File: config.mk
export PLATFORM = sky130hd
export DESIGN_NAME = tcag_place
export DESIGN_NICKNAME = d
export VERILOG_FILES = /design/src/hw/rtl/tcag_pkg.sv /design/src/hw/rtl/tcag_place.sv
export SDC_FILE = /design/constraint.sdc
export NUM_CORES = 2
export LEC_CHECK = 0
export ABC_AREA = 0
export BUFFER_PORTS_ARGS = -buffer_cell sky130_fd_sc_hd__buf_2
export CORE_MARGIN = 5
export CORE_UTILIZATION = 63
export DETAILED_ROUTE_END_ITERATION = 10
export GPL_ROUTABILITY_DRIVEN = 1
export PLACE_DENSITY = 0.91
export SLEW_MARGIN = 20
export SYNTH_ARGS = -nofsm -noshare
export SYNTH_HDL_FRONTEND = slang
export SYNTH_SLANG_ARGS = --single-unit
File: constraint.sdc
create_clock -name clk -period 9.15 [get_ports clk]
set_clock_uncertainty 0.2 [all_clocks]
set_input_delay 1.3725 -clock clk [delete_from_list [all_inputs] [get_ports clk]]
set_output_delay 1.3725 -clock clk [all_outputs]
set_load 0.03 [all_outputs]
File: src/hw/rtl/tcag_pkg.sv
package tcag_pkg;

  localparam int MAX_DIMS_DEF    = 4;
  localparam int EXTENT_BITS_DEF = 12;

  localparam int REG_W    = 48;   // packed config and result words
  localparam int CHUNK_W  = 32;   // chunk number width
  localparam int NDIM_W   = 3;    // num_dims register width
  localparam int TOTAL_W  = 34;   // saturating chunk total
  localparam int CAP_BIT  = 33;   // total saturates at 2**CAP_BIT
  localparam int CFG_IDX_W = 2;

  // configuration register indexes
  localparam logic [CFG_IDX_W-1:0] REG_NUM_DIMS      = 2'd0;
  localparam logic [CFG_IDX_W-1:0] REG_BLOCK_OFFSETS = 2'd1;
  localparam logic [CFG_IDX_W-1:0] REG_BLOCK_SHAPES  = 2'd2;
  localparam logic [CFG_IDX_W-1:0] REG_TILE_SIZES    = 2'd3;

  // status codes
  localparam logic [1:0] ST_OK     = 2'd0;
  localparam logic [1:0] ST_RANGE  = 2'd1;
  localparam logic [1:0] ST_BADCFG = 2'd2;

  // setup sequencer states
  typedef enum logic [5:0] {
    SU_IDLE = 6'b000001,
    SU_LDM  = 6'b000010,
    SU_MOD  = 6'b000100,
    SU_LDC  = 6'b001000,
    SU_CNT  = 6'b010000,
    SU_MUL  = 6'b100000
  } setup_state_t;

  // configuration summary handed to the datapath
  typedef struct packed {
    logic                busy;
    logic                bad;
    logic [NDIM_W-1:0]   num_dims;
    logic [TOTAL_W-1:0]  total;
  } cfg_stat_t;

endpackage

File: src/hw/rtl/tcag_place.sv
module tcag_place
  import tcag_pkg::*;
#(
  parameter int MAX_DIMS    = MAX_DIMS_DEF,
  parameter int EXTENT_BITS = EXTENT_BITS_DEF
) (
  input  logic                   clk,
  input  logic                   rst,
  input  logic                   en,
  input  logic                   in_valid,
  input  logic [EXTENT_BITS-1:0] ids [MAX_DIMS],
  input  logic [1:0]             status_in,
  input  logic [NDIM_W-1:0]      num_dims,
  input  logic [EXTENT_BITS-1:0] off_f [MAX_DIMS],
  input  logic [EXTENT_BITS-1:0] shp_f [MAX_DIMS],
  input  logic [EXTENT_BITS-1:0] ts_f  [MAX_DIMS],
  input  logic [EXTENT_BITS-1:0] rem_f [MAX_DIMS],
  output logic                   out_valid,
  output logic [REG_W-1:0]       read_offsets,
  output logic [REG_W-1:0]       write_offsets,
  output logic [REG_W-1:0]       tile_extents,
  output logic                   is_partial,
  output logic [1:0]             status
);

  localparam int EB = EXTENT_BITS;
  localparam int XW = 2 * EB + 2;

  logic               v1;
  logic [1:0]         st1;
  logic [EB-1:0]      id1   [MAX_DIMS];
  logic [2*EB-1:0]    prod1 [MAX_DIMS];

  logic [63:0]        rd_acc, wr_acc, ex_acc;
  logic               part;

  // stage 1: tile base within block, ts * id
  always_ff @(posedge clk) begin
    if (rst) v1 <= 1'b0;
    else if (en) v1 <= in_valid;
  end

  always_ff @(posedge clk) begin
    if (en) begin
      st1 <= status_in;
      for (int d = 0; d < MAX_DIMS; d++) begin
        id1[d]   <= ids[d];
        prod1[d] <= (2*EB)'(ts_f[d]) * (2*EB)'(ids[d]);
      end
    end
  end

  // stage 2: clip and pack
  always_comb begin
    logic          act, left, right;
    logic [XW-1:0] tsid, start, rdv, sz, endr;
    rd_acc = '0;
    wr_acc = '0;
    ex_acc = '0;
    part   = 1'b0;
    for (int d = 0; d < MAX_DIMS; d++) begin
      act   = (d < int'(num_dims)) && (st1 == ST_OK);
      tsid  = XW'(prod1[d]);
      left  = (id1[d] == '0) && (rem_f[d] != '0);
      start = left ? XW'(off_f[d]) : XW'(off_f[d]) - XW'(rem_f[d]) + tsid;
      rdv   = left ? '0 : tsid - XW'(rem_f[d]);
      endr  = XW'(ts_f[d]) - XW'(rem_f[d]) + tsid;
      right = endr > XW'(shp_f[d]);
      sz    = left ? XW'(ts_f[d]) - XW'(rem_f[d]) : XW'(ts_f[d]);
      if (right) sz = sz - (endr - XW'(shp_f[d]));
      if (act) begin
        rd_acc = rd_acc | (64'(rdv[EB-1:0]) << (d*EB));
        wr_acc = wr_acc | (64'(start[EB-1:0]) << (d*EB));
        ex_acc = ex_acc | (64'(sz[EB-1:0]) << (d*EB));
        part   = part | left | right;
      end
    end
  end

  always_ff @(posedge clk) begin
    if (rst) out_valid <= 1'b0;
    else if (en) out_valid <= v1;
  end

  always_ff @(posedge clk) begin
    if (en) begin
      read_offsets  <= rd_acc[REG_W-1:0];
      write_offsets <= wr_acc[REG_W-1:0];
      tile_extents  <= ex_acc[REG_W-1:0];
      is_partial    <= part;
      status        <= st1;
    end
  end

endmodule

==> impl_results.md <==
* Status: finished, final reports clean
* Finished Layout Cells at 6,421
* Congestion Overflow GR at 0
* Drc violations at 0
* Synth Flop Type: edfxtp_1
* RSZ-0062 raised after global routing: no
* CP max-delay cell: fa_1
* Ys Warns at 0
* Vias in the first global route at 39,900
* CORE AREA at 71,700 um2
* Final Hold Viols at 0
* Worst Path Buf+Inv at 3
* Clock Path Buffers at 3
* Setup TNS at 0 ps
* Max VDD drop at 0.270 mV
* Syn-to-layout area delta at 8.98%
* Area leader, netlist: fa_1
* HP Class: flip-flop to flip-flop
* Setup bufs post-CTS at 0
* Chip height at 279 um
* Worst Setup End Kind: flip-flop
* Most instantiated library cell after synthesis: inv_1
* Routability Congestion at 1.00
* Pwr dens at 345 nW/um2
* Post-Place Setup Slack at 1270 ps
* Initial core utilization at 63.8%
* Via count at 38,300
* WL met3 at 10.8 mm
* Mapped cell area at 45,700 um2
* Metal-1 WL at 47.2 mm
* Hold Buf Count CTS at 0
* Synth area leaders: fa_1 (22%), edfxtp_1 (19%), ha_1 (16%)
* Routed WL at ~130 mm
* Nets@finish at roughly 6,800
* Asr flop ratio synth at 0%
* Crit path max fanout at 14
* Final min period at 7380 ps
* CP arrival at 7470 ps
* DRT iter0 DRCs at 2,908
* FP Rows at just under 100
* Clk sink count at 295
* Power Total at 17.2 mW
* Synthesized flop and latch total at 295
* Fin util at a little over two thirds
* Die width at 279 um
* Slew @ Worst Pin at roughly 1200 ps
* IO Port Bufs at between 300 and 400
* Clock latency on the worst-skew pair at ~570 ps
* Syn Area/Cell at 8.93 um2
* Detailed Place HPWL at 100 mm
* Setup CP Type: input port to flip-flop
* Placed cell area at between 40,000 and 50,000 um2
* Num CTS Buffers at 39
* Register area share after synthesis at between 15 and 20%
* Root buf cell: clkbuf_16
* Largest net degree at the start of global routing at 66
* Delay-heaviest family, CP: compound AO/OA/AOI/OAI gates
* Met2 Wirelength at a little under 60 mm
* Die area at between 70,000 and 80,000 um2
* Yosys cell types at 98
* Global-route wire length before repair at 200 mm
* Yosys top cell area share at a little over a fifth
* Final Slew Violations at 0
* Post-synth EDFFs at between 200 and 300
* Pleak at 24.6 nW
* CTS tree: done
* Startpoint Class: input port
* Syn Inst Count at a little over 5,000
* Maximum clock rate at between 100 and 150 MHz
* Top Layer Used: met5
* Worst EP required at 9240 ps
* Worst Slack Setup Final at 1770 ps
* Tcrit/Tclk final at about four fifths
* Final setup fails at 0
* WHS at between 300 and 400 ps
* Top cells by count, synth: inv_1 (983), ha_1 (581), nand2_1 (550)
* Post-route cell area at approximately 50,000 um2
* Layout cells sized above 1 at approximately a tenth
* Vias/cell at 5.96
* CP peak stage delay at 400 ps
* Clk slew on worst S/H paths at 60 ps
* MaxCap Viol Count at 0
* Htree depth at 2
* All-Layer GR Usage at 31.7%
* IO Pins at 397
* Slew margin rel. at 21.7%
* Synthesized Nets at 6,455
* Drt pass-1 iters at 8
* Average wire per standard cell at 19.6 um
* Gates resized, CTS repair at 0
* Dpl cells at ~6,300
* Initial antenna violation count at 16
* Routed Antenna Nets at 0
[where the power goes]
part,switching [mW],internal (mW),leakage (nW)
registers,0.262,2.20,3.00
clock network,0.630,0.961,0.632
logic,7.51,5.65,21.0
[registers in the layout, summed over array words and instances (netlist names)]
| signal | count |
|---|---|
| tile_extents | 48 |
| id1 | 48 |
| st1 | 2 |
| read_offsets | 48 |
| v1 | 1 |
| write_offsets | 48 |
| prod1 | 96 |
| out_valid | 1 |
| is_partial | 1 |
| status | 2 |
[worst paths after layout]
path	from	end	slack (ps)	cells past startpoint
worst min register to register	v1	v1	350	2
worst max-delay path	ts_f[12]	is_partial	1770	29
worst min-delay path	v1	v1	350	2
worst max register to register	id1[3][0]	tile_extents[47]	3310	18
[worst min-delay path, cell delays in order (launching register included)]
cell     delay [ps]
dfxtp_1         350
mux2i_1          80
nor2_1           90
[metal layers]
layer  vias up  global-route usage (%)
met2      1826                    53.2
met1     18400                    38.7
met3       573                    6.07
li1      17500                       -
met5         -                       0
met4         8                    17.7
[cell usage in the layout, fill, tap and decap left out, drive strengths merged, types with 51 or more instances in the layout]
cell / instances
and2: 230
a21oi: 269
nor2: 278
nand2: 550
fa: 500
edfxtp: 293
a21o: 66
mux2i: 66
o21a: 51
buf: 409
nor3: 110
o21ai: 202
xnor2: 189
inv: 985
ha: 581
clkbuf: 51
[area by class of cell]
| cell class | count | area [um2] |
|---|---|---|
| Multi-Input combinational cell | 3707 | 32700 |
| Tap cell | 950 | 1190 |
| Clock inverter | 19 | 234 |
| Clock buffer | 51 | 1060 |
| Antenna cell | 7 | 17.5 |
| Timing Repair Buffer | 409 | 2090 |
| Fill cell | 5259 | 21900 |
| Inverter | 983 | 3690 |
| Sequential cell | 295 | 8840 |
[cells by family after synthesis]
| logic type | after synthesis | synth area share, % |
|---|---|---|
| XOR/XNOR | 237 | 4.54 |
| adder cells (fa/ha/maj) | 1081 | 37.8 |
| flip-flops | 295 | 19.3 |
| AO/OA/AOI/OAI | 856 | 12.0 |
| AND/OR/NAND/NOR | 1449 | 15.2 |
| multiplexers | 84 | 1.89 |
| buffers and inverters | 1123 | 9.25 |
Note: power is estimated with default switching activity, not from simulation.
