`config.mk`:
```
export PLATFORM = sky130hd
export DESIGN_NAME = tcag_setup
export DESIGN_NICKNAME = d
export VERILOG_FILES = /design/src/hw/rtl/tcag_pkg.sv /design/src/hw/rtl/tcag_setup.sv
export SDC_FILE = /design/constraint.sdc
export NUM_CORES = 2
export LEC_CHECK = 0
export CORE_MARGIN = 2
export CORE_UTILIZATION = 60
export CTS_CLUSTER_DIAMETER = 30
export CTS_CLUSTER_SIZE = 20
export DETAILED_ROUTE_END_ITERATION = 8
export DONT_BUFFER_PORTS = 1
export HOLD_SLACK_MARGIN = 0.06
export PLACE_DENSITY = 0.86
export SLEW_MARGIN = 20
export SYNTH_ARGS = -nofsm -noshare
export SYNTH_HDL_FRONTEND = slang
export SYNTH_SLANG_ARGS = --single-unit
```
`constraint.sdc`:
```
create_clock -name clk -period 7.2 [get_ports clk]
set_input_delay 1.44 -clock clk [delete_from_list [all_inputs] [get_ports clk]]
set_output_delay 1.44 -clock clk [all_outputs]
set_load 0.05 [all_outputs]
```
`src/hw/rtl/tcag_pkg.sv`:
```
package tcag_pkg;

  localparam int MAX_DIMS_DEF    = 4;
  localparam int EXTENT_BITS_DEF = 12;

  localparam int REG_W    = 48;   // packed config and result words
  localparam int CHUNK_W  = 32;   // chunk number width
  localparam int NDIM_W   = 3;    // num_dims register width
  localparam int TOTAL_W  = 34;   // saturating chunk total
  localparam int CAP_BIT  = 33;   // total saturates at 2**CAP_BIT
  localparam int CFG_IDX_W = 2;

  // configuration register indexes
  localparam logic [CFG_IDX_W-1:0] REG_NUM_DIMS      = 2'd0;
  localparam logic [CFG_IDX_W-1:0] REG_BLOCK_OFFSETS = 2'd1;
  localparam logic [CFG_IDX_W-1:0] REG_BLOCK_SHAPES  = 2'd2;
  localparam logic [CFG_IDX_W-1:0] REG_TILE_SIZES    = 2'd3;

  // status codes
  localparam logic [1:0] ST_OK     = 2'd0;
  localparam logic [1:0] ST_RANGE  = 2'd1;
  localparam logic [1:0] ST_BADCFG = 2'd2;

  // setup sequencer states
  typedef enum logic [5:0] {
    SU_IDLE = 6'b000001,
    SU_LDM  = 6'b000010,
    SU_MOD  = 6'b000100,
    SU_LDC  = 6'b001000,
    SU_CNT  = 6'b010000,
    SU_MUL  = 6'b100000
  } setup_state_t;

  // configuration summary handed to the datapath
  typedef struct packed {
    logic                busy;
    logic                bad;
    logic [NDIM_W-1:0]   num_dims;
    logic [TOTAL_W-1:0]  total;
  } cfg_stat_t;

endpackage

```
`src/hw/rtl/tcag_setup.sv`:
```
module tcag_setup
  import tcag_pkg::*;
#(
  parameter int MAX_DIMS    = MAX_DIMS_DEF,
  parameter int EXTENT_BITS = EXTENT_BITS_DEF
) (
  input  logic                   clk,
  input  logic                   rst,
  input  logic                   cfg_valid,
  input  logic [CFG_IDX_W-1:0]   cfg_index,
  input  logic [REG_W-1:0]       cfg_data,
  output cfg_stat_t              stat,
  output logic [EXTENT_BITS-1:0] off_f [MAX_DIMS],
  output logic [EXTENT_BITS-1:0] shp_f [MAX_DIMS],
  output logic [EXTENT_BITS-1:0] ts_f  [MAX_DIMS],
  output logic [EXTENT_BITS-1:0] rem_f [MAX_DIMS],
  output logic [EXTENT_BITS-1:0] cnt_f [MAX_DIMS]
);

  localparam int EB  = EXTENT_BITS;
  localparam int NW  = EB + 2;
  localparam int BCW = $clog2(NW);
  localparam int DW  = (MAX_DIMS > 1) ? $clog2(MAX_DIMS) : 1;
  localparam int PW  = TOTAL_W + EB;
  localparam logic [EB-1:0]      FIELD_MAX = {EB{1'b1}};
  localparam logic [TOTAL_W-1:0] TOTAL_CAP = TOTAL_W'(1) << CAP_BIT;

  logic [NDIM_W-1:0]  num_dims;
  logic [REG_W-1:0]   block_offsets;
  logic [REG_W-1:0]   block_shapes;
  logic [REG_W-1:0]   tile_sizes;

  setup_state_t       state;
  logic [DW-1:0]      didx;
  logic [BCW-1:0]     bc;
  logic [NW-1:0]      dvd;
  logic [EB-1:0]      rr;
  logic [EB-1:0]      rem_r [MAX_DIMS];
  logic [EB-1:0]      cnt_r [MAX_DIMS];
  logic [TOTAL_W-1:0] total;

  logic [EB:0]        sh;
  logic               ge;
  logic [EB:0]        nr;
  logic [NW-1:0]      dvd_next;
  logic [PW-1:0]      prod;
  logic               bad;

  // field extraction, zero beyond the register
  for (genvar d = 0; d < MAX_DIMS; d++) begin : g_field
    logic [63:0] so, ss, st;
    assign so = {{(64-REG_W){1'b0}}, block_offsets} >> (d*EB);
    assign ss = {{(64-REG_W){1'b0}}, block_shapes} >> (d*EB);
    assign st = {{(64-REG_W){1'b0}}, tile_sizes} >> (d*EB);
    assign off_f[d] = so[EB-1:0];
    assign shp_f[d] = ss[EB-1:0];
    assign ts_f[d]  = st[EB-1:0];
    assign rem_f[d] = rem_r[d];
    // dimensions past num_dims count as radix one
    assign cnt_f[d] = (d >= int'(num_dims)) ? EB'(1) : cnt_r[d];
  end

  always_comb begin
    bad = (num_dims == '0) || (int'(num_dims) > MAX_DIMS);
    for (int d = 0; d < MAX_DIMS; d++) begin
      if (d < int'(num_dims)) begin
        if (ts_f[d] == '0 || ({1'b0, off_f[d]} + {1'b0, shp_f[d]}) > {1'b0, FIELD_MAX}) begin
          bad = 1'b1;
        end
      end
    end
  end

  // restoring divider step, one bit a cycle
  assign sh       = {rr, dvd[NW-1]};
  assign ge       = sh >= {1'b0, ts_f[didx]};
  assign nr       = ge ? (sh - {1'b0, ts_f[didx]}) : sh;
  assign dvd_next = {dvd[NW-2:0], ge};
  assign prod     = PW'(total) * PW'(cnt_f[didx]);

  always_ff @(posedge clk) begin
    if (rst) begin
      num_dims      <= NDIM_W'(1);
      block_offsets <= '0;
      block_shapes  <= '0;
      tile_sizes    <= '0;
      state         <= SU_LDM;
      didx          <= '0;
      total         <= TOTAL_W'(1);
    end else if (cfg_valid) begin
      unique case (cfg_index)
        REG_NUM_DIMS:      num_dims      <= cfg_data[NDIM_W-1:0];
        REG_BLOCK_OFFSETS: block_offsets <= cfg_data;
        REG_BLOCK_SHAPES:  block_shapes  <= cfg_data;
        REG_TILE_SIZES:    tile_sizes    <= cfg_data;
        default: ;
      endcase
      state <= SU_LDM;
      didx  <= '0;
      total <= TOTAL_W'(1);
    end else begin
      unique case (state)
        SU_IDLE: ;
        SU_LDM: begin
          dvd   <= NW'(off_f[didx]);
          rr    <= '0;
          bc    <= '0;
          state <= SU_MOD;
        end
        SU_MOD: begin
          dvd <= dvd_next;
          rr  <= nr[EB-1:0];
          bc  <= bc + BCW'(1);
          if (bc == BCW'(NW-1)) begin
            rem_r[didx] <= nr[EB-1:0];
            state       <= SU_LDC;
          end
        end
        SU_LDC: begin
          dvd   <= NW'(rem_r[didx]) + NW'(shp_f[didx]) + NW'(ts_f[didx]) - NW'(1);
          rr    <= '0;
          bc    <= '0;
          state <= SU_CNT;
        end
        SU_CNT: begin
          dvd <= dvd_next;
          rr  <= nr[EB-1:0];
          bc  <= bc + BCW'(1);
          if (bc == BCW'(NW-1)) begin
            cnt_r[didx] <= (shp_f[didx] == '0) ? '0 : dvd_next[EB-1:0];
            state       <= SU_MUL;
          end
        end
        SU_MUL: begin
          total <= (prod > PW'(TOTAL_CAP)) ? TOTAL_CAP : prod[TOTAL_W-1:0];
          if (didx == DW'(MAX_DIMS-1)) begin
            state <= SU_IDLE;
          end else begin
            didx  <= didx + DW'(1);
            state <= SU_LDM;
          end
        end
        default: state <= SU_IDLE;
      endcase
    end
  end

  assign stat.busy     = (state != SU_IDLE);
  assign stat.bad      = bad;
  assign stat.num_dims = num_dims;
  assign stat.total    = total;

endmodule

```
==> impl_metrics.yaml <==
timing:
  worst_slew_pin_slew_ps: 1160
  worst_clock_skew_ps: 92.0
  setup_tns_ps: -19350
  max_slew_margin_pct: 22.9
  finalHoldViolations: 0
  setup_viol_count_final: 34
  holdWs_ps: 552
  layout_setup_ws_ps: -640
  min_period_over_period_pct: 109
  min_period_ps: 7840
  rsz0062_at_grt: "true"
  fmaxAchievable_ghz: 0.128
  slew_violations: 0
grt:
  grt_max_degree: 150
  track_usage_pct: 39.8
  grt_pass1_wl_um: 153000
  grt_overflow_total: 0
  antenna_found_initial: 3
  grt_pass1_vias: 26500
floorplan:
  ioPinCount: 332
  initial_utilization_pct: 60.6
  die_w_um: 223
  core_mm2: 0.0476
  die_y_um: 223
  die_area_mm2: 0.0499
  floorplan.rows: 80
min_path:
  worstHoldStart: "dvd[12]"
  hold_path.class: "reg -> reg"
route:
  vias: 26100
  ant_nets: 0
  drtPass1Iterations: 8
  drc: 0
  drt_iter0_drc: 2863
  wl_per_cell_um: 26.1
  via_per_inst: 6.42
  routed_wl_um: 106000
clocking:
  cts_max_path_buffers: 3
  cts_max_level: 2
  cts_buffers: 57
  clockRootBuffer: "clkbuf_16"
  cts_sinks: 317
  clk_pin_slew_ps: 60
  clk_latency_ps: 630
  cts_tree: "built"
logic_synthesis:
  postSynthCellCount: 3147
  postSynthAreaPerCell_um2: 9.17
  ys_seq_area_share_pct: 26.4
  ys_ff_latch: 317
  syn_area_mm2: 0.0289
  synthArstFlopShare_pct: 0
  yosys_warnings: 0
  dominantRegCellSynth: "dfxtp_1"
  ys_types: 89
  syn_nets: 3708
  synth_edf_count: 126
power_and_ir_drop:
  power_mw: 5.33
  irDropWorstVdd_uv: 285
  leakagePower_nw: 15.9
  power_density_mw_per_mm2: 150
status:
  violations: "negative setup slack"
  status: "finished, violations left"
placement:
  gp_congestion: 0.994
  place_inst: 3904
  place_ws_ps: -432
  hpwlAfterDp_um: 74300
  portBuffers: 0
cells_and_area:
  nNetsFinal: 3961
  fin_cells: 4065
  final_common_cell: "nand2_1"
  drive_above_1_share_pct: 22.2
  ff_latch_area_mm2: 0.00762
  syn_to_final_growth_pct: 23.0
  layout_common_cells: "nand2_1 (629), inv_1 (441), fa_1 (324), buf_4 (317), a21oi_1 (209)"
  n_fill_cell: 3022
  multi_input_area_mm2: 0.0200
critical_path:
  cp.arrival_ps: 8320
  critical_path_class: "reg -> reg"
  crit_path_end_kind: "register"
  crit_path_start: "num_dims[2]"
  worstSetupStartpointType: "register"
  worst_r2r_startpoint: "num_dims[2]"
  critPathSlowestCell: "fa_1"
  crit_top_cell: "fa_1"
  slowest_delay_ps: 580
  worst-r2r-setup-slack_ps: -640
  path_max_fanout: 8
  cp.required_ps: 7680
job:
  cap_violations: 0
-- sequential cells by signal, indices dropped and copies added, names as in the netlist, named ones only --
name / flops
bc: 4
block_offsets: 48
block_shapes: 48
cnt_r: 48
didx: 2
dvd: 14
num_dims: 3
rem_r: 48
rr: 12
state: 6
tile_sizes: 48
total: 34
-- routing by layer --
| layer | GRT usage (%) | part of all wire, % |
|---|---|---|
| met2 | 66.2 | 46 |
| met5 | 0 | 0.0085 |
| met1 | 44.6 | 32 |
| met3 | 11.0 | 11 |
| met4 | 27.8 | 10 |
-- Yosys cell counts (7+ instances only) --
master / instances / area share (%)
o21a_1: 7 / 0.18
edfxtp_1: 126 / 13
nor3_1: 18 / 0.31
o21bai_1: 7 / 0.18
and2_1: 167 / 3.6
a211oi_1: 13 / 0.34
nor2_1: 61 / 0.79
a21o_1: 34 / 0.88
or3_1: 16 / 0.35
o21ai_0: 73 / 1.3
dfxtp_1: 191 / 13
nand3_1: 33 / 0.57
and3_1: 7 / 0.15
a31oi_1: 11 / 0.24
nor2b_1: 42 / 0.91
clkbuf_1: 152 / 2.0
a22oi_1: 12 / 0.31
o31ai_1: 7 / 0.18
inv_1: 453 / 5.9
xnor2_1: 25 / 0.76
mux2i_1: 7 / 0.24
nand4_1: 22 / 0.48
a21oi_1: 235 / 4.1
nand2_1: 647 / 8.4
nor4_1: 24 / 0.52
xor2_1: 14 / 0.42
fa_1: 337 / 23
ha_1: 171 / 7.4
o211ai_1: 10 / 0.26
a22o_1: 33 / 1.0
buf_1: 14 / 0.18
mux4_2: 59 / 4.6
-- logic make-up (layout without fill, tap and decap cells) --
family / after synthesis / in the layout / synth area share [%]
AND/OR/NAND/NOR: 1080 / 1080 / 17.3
buffers and inverters: 627 / 929 / 8.26
AO/OA/AOI/OAI: 509 / 509 / 11.2
adder cells (fa/ha/maj): 508 / 508 / 30.8
flip-flops: 317 / 317 / 26.4
multiplexers: 67 / 67 / 4.89
XOR/XNOR: 39 / 39 / 1.18
other: 0 / 1 / 0
-- where the power goes --
| group | internal [mW] | switching [mW] |
|---|---|---|
| sequential | 1.91 | 0.150 |
| combinational | 0.157 | 0.281 |
| clock | 1.72 | 1.11 |
| total | 3.79 | 1.54 |
-- metrics by stage --
stage               cell area, um2  util [%]
global route                 35500      74.5
CTS                          34500      72.4
floorplan                    29300         -
global placement             31800      66.8
detailed placement           31800      66.8
finish                       35500      74.5
-- worst max-delay path, delay by kind of cell, from the launching register on --
| family | cells | cell delay [ps] |
|---|---|---|
| AOI/OAI and AO/OA | 6 | 1330 |
| adders and majority gates | 6 | 2810 |
| buffers and inverters | 11 | 1350 |
| DFF | 1 | 340 |
| muxes | 1 | 530 |
| and+or+nand+nor | 7 | 1330 |
-- final cells by class --
| class | count | share of cell area [%] |
|---|---|---|
| sequential | 317 | 21.5 |
| clock inverter | 47 | 1.64 |
| clock buffer | 61 | 4.14 |
| inverter | 453 | 4.79 |
| multi-input combinational | 2203 | 56.4 |
| tap | 615 | 2.17 |
| timing repair buffer | 368 | 9.33 |
| antenna | 1 | 0.00705 |
-- worst paths after layout --
kind          endpoint  cells after the start
max          total[21]                     31
min            dvd[13]                      2
max reg2reg  total[21]                     31
min reg2reg    dvd[13]                      2
-- timing repair --
| action | CTS | global route |
|---|---|---|
| pin swaps | 45 | 68 |
| cloned | 4 | 7 |
| endpoints found under the setup margin | 34 | 34 |
| setup buffers | 16 | 27 |
| gates resized for setup | 76 | 123 |
| hold buffers | 0 | 0 |
Power figures use the tool's default switching activity.
